===== config.mk =====
export PLATFORM = sky130hd
export DESIGN_NAME = lfu_scan
export DESIGN_NICKNAME = d
export VERILOG_FILES = /design/src/design/assert_macros.svh /design/src/design/lfu_pkg.sv /design/src/design/lfu_scan.sv
export SDC_FILE = /design/constraint.sdc
export NUM_CORES = 1
export LEC_CHECK = 0
export CELL_PAD_IN_SITES_DETAIL_PLACEMENT = 1
export CELL_PAD_IN_SITES_GLOBAL_PLACEMENT = 2
export CORE_AREA = 8 8 270 272
export CTS_BUF_LIST = sky130_fd_sc_hd__clkbuf_2 sky130_fd_sc_hd__clkbuf_4 sky130_fd_sc_hd__clkbuf_8
export CTS_CLUSTER_DIAMETER = 100
export DETAILED_ROUTE_END_ITERATION = 6
export DIE_AREA = 0 0 278 280
export DONT_BUFFER_PORTS = 1
export GPL_TIMING_DRIVEN = 1
export PLACE_DENSITY_LB_ADDON = 0.1
export SLEW_MARGIN = 20
export SYNTH_ARGS = -nofsm -noshare
export SYNTH_HDL_FRONTEND = slang
export SYNTH_SLANG_ARGS = --single-unit
export TNS_END_PERCENT = 30

===== constraint.sdc =====
create_clock -name clk -period 26.8 [get_ports clk]
set_clock_uncertainty 0.2 [all_clocks]
set_input_delay 2.68 -clock clk [delete_from_list [all_inputs] [get_ports clk]]
set_output_delay 2.68 -clock clk [all_outputs]
set_load 0.005 [all_outputs]

===== src/design/assert_macros.svh =====
// Assertion macros included by the RTL top level
`ifndef ASSERT_MACROS_SVH
`define ASSERT_MACROS_SVH

`ifndef SYNTHESIS
`define ASSERT_PROP(lbl, ck, rs, prop, msg) \
  lbl: assert property (@(posedge ck) disable iff (rs) prop) else $error(msg);
`define ASSERT_NEVER(lbl, ck, rs, cond, msg) \
  `ASSERT_PROP(lbl, ck, rs, !(cond), msg)
`else
`define ASSERT_PROP(lbl, ck, rs, prop, msg)
`define ASSERT_NEVER(lbl, ck, rs, cond, msg)
`endif

`endif


===== src/design/lfu_pkg.sv =====
// Shared types and constants of the LFU replacement block
`default_nettype none

package lfu_pkg;

  localparam int DEF_MAX_ENTRIES = 256;
  localparam int DEF_COUNT_BITS  = 32;
  localparam int CHUNK_W         = 64;
  localparam int STAMP_W         = 48;
  localparam int CAP_W           = 9;
  localparam logic [CAP_W-1:0] CAP_RESET = 9'd256;

  localparam int PADDR_W = 3;
  localparam int PDATA_W = 32;
  localparam logic [PADDR_W-3:0] REG_CAPACITY = '0;

  localparam logic REQ_STORE = 1'b1;

  typedef struct packed {
    logic               req_type;
    logic [CHUNK_W-1:0] chunk_id;
  } req_t;

  typedef struct packed {
    logic               hit;
    logic               evicted;
    logic [CHUNK_W-1:0] evicted_chunk;
    logic               full_res;
  } res_t;

  typedef struct packed {
    logic hit;
    logic sat;
    logic best_v;
    logic free_v;
  } scan_flags_t;

  typedef struct packed {
    logic inv_en;
    logic fill_en;
  } pend_ctl_t;

endpackage

`default_nettype wire


===== src/design/lfu_scan.sv =====
// Head unit of the ring: pending writes, hit update, victim and free-slot tracking
`default_nettype none

module lfu_scan import lfu_pkg::*; #(
  parameter int MAX_ENTRIES = DEF_MAX_ENTRIES,
  parameter int COUNT_BITS  = DEF_COUNT_BITS,
  localparam int SLOT_W     = $clog2(MAX_ENTRIES)
) (
  input  wire logic                  clk,
  input  wire logic                  rst,
  input  wire logic                  clear,
  input  wire logic                  en,
  input  wire logic [SLOT_W-1:0]     pos,
  input  wire logic [CHUNK_W-1:0]    key,
  input  wire logic [STAMP_W-1:0]    cur_stamp,
  input  wire pend_ctl_t             pend,
  input  wire logic [SLOT_W-1:0]     inv_slot,
  input  wire logic [SLOT_W-1:0]     fill_slot,
  input  wire logic [CHUNK_W-1:0]    fill_chunk,
  input  wire logic [STAMP_W-1:0]    fill_stamp,
  input  wire logic                  head_valid,
  input  wire logic [CHUNK_W-1:0]    head_chunk,
  input  wire logic [COUNT_BITS-1:0] head_count,
  input  wire logic [STAMP_W-1:0]    head_stamp,
  output logic                       tail_valid,
  output logic [CHUNK_W-1:0]         tail_chunk,
  output logic [COUNT_BITS-1:0]      tail_count,
  output logic [STAMP_W-1:0]         tail_stamp,
  output scan_flags_t                flags,
  output logic [SLOT_W-1:0]          best_slot,
  output logic [COUNT_BITS-1:0]      best_count,
  output logic [STAMP_W-1:0]         best_stamp,
  output logic [CHUNK_W-1:0]         best_chunk,
  output logic [SLOT_W-1:0]          free_slot
);

  localparam logic [COUNT_BITS-1:0] COUNT_MAX = '1;

  logic                  e_valid;
  logic [CHUNK_W-1:0]    e_chunk;
  logic [COUNT_BITS-1:0] e_count;
  logic [STAMP_W-1:0]    e_stamp;
  logic                  match;
  logic                  at_max;
  logic                  better;
  logic                  take_free;

  always_comb begin
    e_valid = head_valid;
    e_chunk = head_chunk;
    e_count = head_count;
    e_stamp = head_stamp;
    if (pend.fill_en && pos == fill_slot) begin
      e_valid = 1'b1;
      e_chunk = fill_chunk;
      e_count = '0;
      e_stamp = fill_stamp;
    end else if (pend.inv_en && pos == inv_slot) begin
      e_valid = 1'b0;
    end

    match  = e_valid && (e_chunk == key);
    at_max = (e_count == COUNT_MAX);

    tail_valid = e_valid;
    tail_chunk = e_chunk;
    tail_count = e_count;
    tail_stamp = e_stamp;
    if (match && !at_max) begin
      tail_count = e_count + 1'b1;
      tail_stamp = cur_stamp;
    end

    better = tail_valid && (!flags.best_v || (tail_count < best_count) ||
             ((tail_count == best_count) && (tail_stamp < best_stamp)));
    take_free = !tail_valid && !flags.free_v;
  end

  always_ff @(posedge clk) begin
    if (rst || clear) begin
      flags <= '0;
    end else if (en) begin
      if (match) begin
        flags.hit <= 1'b1;
        flags.sat <= at_max;
      end
      if (better) begin
        flags.best_v <= 1'b1;
      end
      if (take_free) begin
        flags.free_v <= 1'b1;
      end
    end
  end

  always_ff @(posedge clk) begin
    if (en) begin
      if (better) begin
        best_slot  <= pos;
        best_count <= tail_count;
        best_stamp <= tail_stamp;
        best_chunk <= tail_chunk;
      end
      if (take_free) begin
        free_slot <= pos;
      end
    end
  end

endmodule

`default_nettype wire


After elaboration in Yosys (flattened, before gate mapping)
Cells that the tools add are included.
{ "totals": {"regBits": 164, "latch_bits": 0, "ram_bits": 0, "mem_bits_ro": 0, "inputBits": 399, "out_inout_bits": 309, "n_memories": 0} }
{ "op_classes": {"addsub": 1, "mul": 0, "div": 0, "magnitude_cmp": 2, "n_eq_ne": 5, "n_shift": 0, "n_mux": 7, "bitwise_logic": 0, "n_reduce_logical": 17} }
{ "op_table": {"columns": ["op", "n"], "rows": [
  ["48-bit two-way mux", 2],
  ["64-bit == test", 1],
  ["32-bit two-way mux", 2],
  ["64-bit two-way mux", 1],
  ["48-bit less-than comparator", 1],
  ["32-bit by 1-bit adder with 32-bit output, second input constant", 1],
  ["32-bit == test", 1],
  ["32-bit == test, second input constant", 1],
  ["32-bit less-than comparator", 1],
  ["8-bit == test", 2],
  ["1-bit logical AND", 7],
  ["2-bit AND reduction", 3],
  ["1-bit logical NOT", 4],
  ["1-bit logical OR", 3],
  ["1-bit two-way mux", 2]
]} }

Depth between registers and ports, before layout
{ "depth": {"ltp_word": 12, "depth_mapped": 31, "mapped_depth_nobuf": 25} }

Worst setup path before layout
Ideal clock, no wire load.
{ "synth_path": {"path_kind": "input to register", "from": "in pos[7]", "to": "reg best_chunk[0], enable pin", "arrival_time_ns": 22.904, "required_ns": 25.526, "slack_ns": 2.622, "path_stages": 28, "n_path_buf": 6, "cell_sequence": "xnor2_1 and4_1 buf_2 nand3_1 clkbuf_1 clkbuf_1 nand2_1 inv_1 ha_1 inv_1 nor4b_2 nand3_1 and4_1 and3_1 buf_4 and2_1 buf_6 buf_6 nand3_1 mux2i_1 ha_1 nand4_1 or2_2 nor4_1 nand3_1 nor4_1 o2111ai_1 o41ai_1"} }
{ "synth_via": {"elab_chain_cells": 12, "elab_cells_between_ends": 25, "classes_between": "add/sub (1); order compare (2); eq/ne (5); mux (7); reduce/logical (10)"} }
{ "synth_lines": {"columns": ["element", "line", "rtl"], "rows": [
  ["start: declaration", "lfu_scan.sv:13", "input wire logic [SLOT_W-1:0] pos,"],
  ["parallel branches: the longest is 6 deep, another holds 32-bit by 1-bit adder with 32-bit output", null, null],
  ["32-bit two-way mux *", "lfu_scan.sv:69", "if (match && !at_max) begin"],
  ["via tail_count[28]", "lfu_scan.sv:27", "output logic [COUNT_BITS-1:0] tail_count,"],
  ["32-bit less-than comparator / 32-bit == test (equally long branches)", "lfu_scan.sv:74, lfu_scan.sv:75", null],
  ["1-bit logical OR / 1-bit logical AND (equally long branches)", "lfu_scan.sv:74, lfu_scan.sv:75", null],
  ["1-bit logical OR *", "lfu_scan.sv:74", "better = tail_valid && (!flags.best_v || (tail_count < best_count) ||"],
  ["1-bit logical AND *", "lfu_scan.sv:74", null],
  ["2-bit AND reduction (no source line) *", null, null],
  ["end signal: assignment", "lfu_scan.sv:102", "best_chunk <= tail_chunk;"],
  ["end: declaration", "lfu_scan.sv:33", "output logic [CHUNK_W-1:0] best_chunk,"]
]} }
Mark *: on every way through the listed nets, which the timed path passes.
A chain may end at the register's enable or synchronous reset.

Worst setup path after layout
{ "layout_path": {"from": "in pos[0]", "to": "reg best_chunk[45], enable pin"} }
{ "layout_via": {"elab_chain_cells": 12, "elab_cells_between_ends": 25, "classes_between": "add/sub (1); order compare (2); eq/ne (5); mux (7); reduce/logical (10)"} }
{ "layout_lines": {"columns": ["element", "line", "rtl"], "rows": [
  ["8-bit == test *", "lfu_scan.sv:53", "if (pend.fill_en && pos == fill_slot) begin"],
  ["1-bit logical AND *", "lfu_scan.sv:53", null],
  ["64-bit two-way mux *", "lfu_scan.sv:53", null],
  ["via tail_chunk[35]", "lfu_scan.sv:26", "output logic [CHUNK_W-1:0] tail_chunk,"],
  ["64-bit == test *", "lfu_scan.sv:62", "match = e_valid && (e_chunk == key);"],
  ["1-bit logical AND *", "lfu_scan.sv:62", null],
  ["1-bit logical AND *", "lfu_scan.sv:69", null],
  ["32-bit two-way mux *", "lfu_scan.sv:69", null],
  ["via tail_count[28]", "lfu_scan.sv:27", null],
  ["32-bit less-than comparator / 32-bit == test (equally long branches)", "lfu_scan.sv:74, lfu_scan.sv:75", null],
  ["1-bit logical OR / 1-bit logical AND (equally long branches)", "lfu_scan.sv:74, lfu_scan.sv:75", null],
  ["1-bit logical OR *", "lfu_scan.sv:74", null],
  ["1-bit logical AND *", "lfu_scan.sv:74", null],
  ["2-bit AND reduction (no source line) *", null, null]
]} }
The timed path passes the listed nets; every way through them passes the cells marked *.

==> results.txt <==
----------------------------------------------------
[Outcome]
  Status ... completed

[Yosys]
  Synth Area in Compound Gates ... 0.125
  Top flip-flop cell by instance count after synthesis ... sky130_fd_sc_hd__edfxtp_1
  Synth Cell Area ... 12,000 um2
  Register area share after synthesis ... 0.407
  Asr flop ratio synth ... 0
  Fraction of synthesized area in multiplexers ... 0.0551
  Adder-cell share of the synthesized area ... 0.0833
  Dominant combinational cell family by area after synthesis ... simple AND/OR/NAND/NOR gates
  Biggest area consumer among synthesized cells ... sky130_fd_sc_hd__edfxtp_1
  Synth unique cells ... just over 70
  Xor and xnor area share after synthesis ... 0.0474
  Synthesized instance count ... 1,315
  FF+latch count, synth ... approximately 160
  Cell types with the largest area share after synthesis ... sky130_fd_sc_hd__edfxtp_1 40%, sky130_fd_sc_hd__ha_1 8.3%, sky130_fd_sc_hd__nand2_1 6.1%
  Total nets after synthesis ... 1,794
  Total of warnings raised by yosys ... 0
  Number of enable-type register cells in the synthesized netlist ... 160
  Basic-gate share of the synthesized area counting and, or, nand and nor cells ... 0.221
  Area share of the largest cell type after synthesis ... 0.400
  Synthesized area per cell ... ~9.1 um2

[Finish]
  Most common library cell in the layout ignoring fill and taps ... sky130_fd_sc_hd__nand2_1
  Net count of the finished layout ... roughly 1,800
  Area grow syn2layout ... 12.0%
  Highest-count cells in the layout ignoring fill and taps ... 196 x sky130_fd_sc_hd__nand2_1, 160 x sky130_fd_sc_hd__edfxtp_1, 139 x sky130_fd_sc_hd__inv_1
  Fraction of layout instances using a drive strength above 1 ... 0.0524
  Fill cell total of the finished layout ... ~8,000

[Timing]
  Highest attainable clock frequency ... 94.4 MHz
  Count of final setup violators ... 0
  Worst max-slew margin expressed relative to the limit ... 0.339
  Setup repair after global routing missed its margin ... no
  Number of hold-slack violations in the final timing report ... 0
  Fin crit period ... roughly 11 ns
  Pins Over Slew Limit ... 0
  Worst setup margin ... around 16 ns
  Total Neg Setup Slack ... 0 ns
  Pin slew with the least headroom to its limit ... approximately 1 ns
  Period utilization ... 0.395

[Worst setup path]
  Crit path launch type ... input port
  Standard cell with the maximum stage delay on the critical path ... sky130_fd_sc_hd__and2_1
  Crit Path Max Fanout ... about 130
  Worst endpoint required time ... about 27 ns
  R2r endpoint ... best_chunk[45]$_DFFE_PP_
  Arr. time, crit path ... 10.58 ns
  Slack of the worst reg-to-reg path ... about 22 ns
  Register-to-Register Path Depth ... 13
  Nature of the critical path endpoint ... register
  Type of the worst setup path ... in2reg
  Worst stage delay on the critical path ... ~0.72 ns
  Cell breakdown of the critical path ... xnor2_1, nand4_2, nor3_4, buf_4, mux2_2, a2111oi_0, buf_4, and4_1, and3_1, and2_1, nand3_1, mux2i_1, ha_1, nand4_1, or2_2, nor4_1, nand3_1, nor4_1, o2111ai_1, o41ai_2, buf_12
  Worst reg2reg path startpoint ... best_stamp[5]$_DFFE_PP_

[Detailed routing]
  Via count ... roughly 10,000
  Iter 0 DRT Violations ... between 400 and 500
  TritonRoute pass-1 iters ... 4
  DR DRC count ... 0
  Total wire length ... about 70 mm
  Total met2 wirelength after detailed routing ... roughly 38 mm
  Met3 wirelength from detailed routing ... between 6 and 7 mm
  Drt via density ... approximately 4.6
  Post-detailed-route count of antenna-violating nets ... 0
  Average wire per cell in the routed design ... about 32 um
  Highest layer used for signal routing ... met5
  WL met1 ... between 20 and 25 mm

[Clock tree]
  Number of gates resized after CTS ... 0
  Clock tree from TritonCTS ... built
  Number of levels in the clock H-tree ... 4
  Clock sink count ... roughly 160
  Number of setup buffers added after CTS ... 0
  Clk Tree Root Cell ... sky130_fd_sc_hd__clkbuf_8
  Clk slew on worst S/H paths ... roughly 0.11 ns
  Clock buffer count from CTS ... 17
  Post-CTS Hold Fix Bufs ... 0
  Clock latency reported for the late side of the worst-skew pair ... 0.56 ns
  Deepest clock path buffer count ... 2

[Placed design]
  Count of input and output buffers ... 0
  Worst setup slack after placement ... approximately 16 ns
  Placed wire-length estimate after detailed placement ... 59.9 mm
  GP Congestion ... between 0.8 and 0.9

[Global route]
  Wire length of the first global-routing pass ... 95.6 mm
  Pin count of the biggest net entering global routing ... 127
  Via count of the first global-routing pass ... 11,155
  Overall routing resource usage ... 0.173
  Total gr overflow ... 0
  Initial antenna violation count ... 4

[Pwr]
  Pwr/cell area ... ~46 nW/um2
  Reported leakage power ... ~0.0056 uW
  Max rail drop VDD ... roughly 0.019 mV

[Hold path]
  Hold path start ... flags[1]$_SDFFE_PP0P_
  Hold-critical path endpoint ... flags[1]$_SDFFE_PP0P_
  Class of the most critical hold timing path ... reg2reg
  Worst hold path cell count ... 2

[Die]
  # rows ... 97
  Width of the die ... ~280 um
  Number of ports placed on the die boundary ... approximately 710
  Starting Density ... 0.174
  Core ar. ... slightly below 70,000 um2
  Die outline height ... between 200 and 300 um
  Total Die Area ... 77,800 um2

[Job]
  MaxCap Viol Count ... 0

----------------------------------------------------
==> final cells by class <==
| cell class | instances | area (um2) | share of cell area |
|---|---|---|---|
| multi-input cells | 965 | 6430 | 0.478 |
| clock inverters | 15 | 125 | 0.00930 |
| flip-flops and latches | 164 | 4880 | 0.363 |
| diodes | 2 | 5.00 | 0.000372 |
| well taps | 891 | 1110 | 0.0829 |
| repair buffers | 17 | 140 | 0.0104 |
| clock buffers | 17 | 234 | 0.0174 |
| inverters | 139 | 522 | 0.0388 |
==> state kept, by name (all words and copies together) (netlist names) <==
| register | count |
|---|---|
| best_count | 32 |
| flags | 4 |
| best_chunk | 64 |
| best_slot | 8 |
| best_stamp | 48 |
| free_slot | 8 |
==> per-stage QoR <==
stage | cells | instance area [um2] | power, uW | hold slack (ns) | util
detailed placement | 2176 | 13100 | 447 | 0.374 | 0.190
finish | 2210 | 13500 | 623 | 0.381 | 0.195
global route | 2210 | 13500 | 661 | 0.413 | 0.195
CTS | 2208 | 13400 | 644 | 0.393 | 0.195
global placement | 2176 | 13100 | 447 | 0.375 | 0.190
floorplan | 1315 | 12000 | 403 | 0.255 | -
==> worst max path at each step <==
stage,endpoint,cells after the start,startpoint
after floorplan,best_chunk[0]$_DFFE_PP_,28,pos[7]
after global placement,best_chunk[42]$_DFFE_PP_,24,pos[0]
after detailed placement,best_chunk[50]$_DFFE_PP_,21,pos[0]
after CTS,best_chunk[45]$_DFFE_PP_,21,pos[0]
after global routing,best_chunk[45]$_DFFE_PP_,21,pos[0]
final,best_chunk[45]$_DFFE_PP_,21,pos[0]
==> routing by layer <==
metal / vias up / global-route usage
met5: - / 0
met4: 2 / 0.0289
met3: 34 / 0.0791
met2: 394 / 0.327
met1: 5128 / 0.176
li1: 4691 / -
==> synthesized netlist by cell type (20+ instances only) <==
master / instances
sky130_fd_sc_hd__ha_1: 80
sky130_fd_sc_hd__xor2_1: 31
sky130_fd_sc_hd__xnor2_1: 34
sky130_fd_sc_hd__a21oi_1: 77
sky130_fd_sc_hd__nand2b_1: 30
sky130_fd_sc_hd__nand2_1: 196
sky130_fd_sc_hd__nor4_1: 22
sky130_fd_sc_hd__inv_1: 139
sky130_fd_sc_hd__mux2i_1: 65
sky130_fd_sc_hd__nand3_1: 23
sky130_fd_sc_hd__nand4_1: 51
sky130_fd_sc_hd__o21ai_0: 31
sky130_fd_sc_hd__a21o_1: 20
sky130_fd_sc_hd__edfxtp_1: 160
sky130_fd_sc_hd__nor2_1: 77
sky130_fd_sc_hd__nor2b_1: 68
sky130_fd_sc_hd__clkbuf_1: 26
==> kinds of logic (layout without fill, tap and decap cells) <==
| family | count (synthesis) | in the layout |
|---|---|---|
| and+or+nand+nor | 528 | 528 |
| AOI/OAI and AO/OA | 226 | 226 |
| buffers and inverters | 186 | 188 |
| DFF | 164 | 164 |
| adders and majority gates | 80 | 80 |
| muxes | 66 | 66 |
| xor gates and xnor gates | 65 | 65 |
| other | 0 | 2 |
==> worst max-delay path: cells and delay by family <==
| kind | cells | cell delay, ns |
|---|---|---|
| muxes | 2 | 0.92 |
| AOI/OAI and AO/OA | 3 | 1.27 |
| xor gates and xnor gates | 1 | 0.23 |
| and+or+nand+nor | 11 | 3.71 |
| adders and majority gates | 1 | 0.24 |
| buffers and inverters | 3 | 1.20 |
==> power breakdown <==
part / internal, uW / switching [uW] / leakage [uW]
Sequential: 305 / 15.9 / 0.00156
Combinational: 38.8 / 75.5 / 0.00385
Clock: 66.2 / 122 / 0.000178
Total: 410 / 213 / 0.00559
No activity file was read; power rests on OpenSTA's default activity.
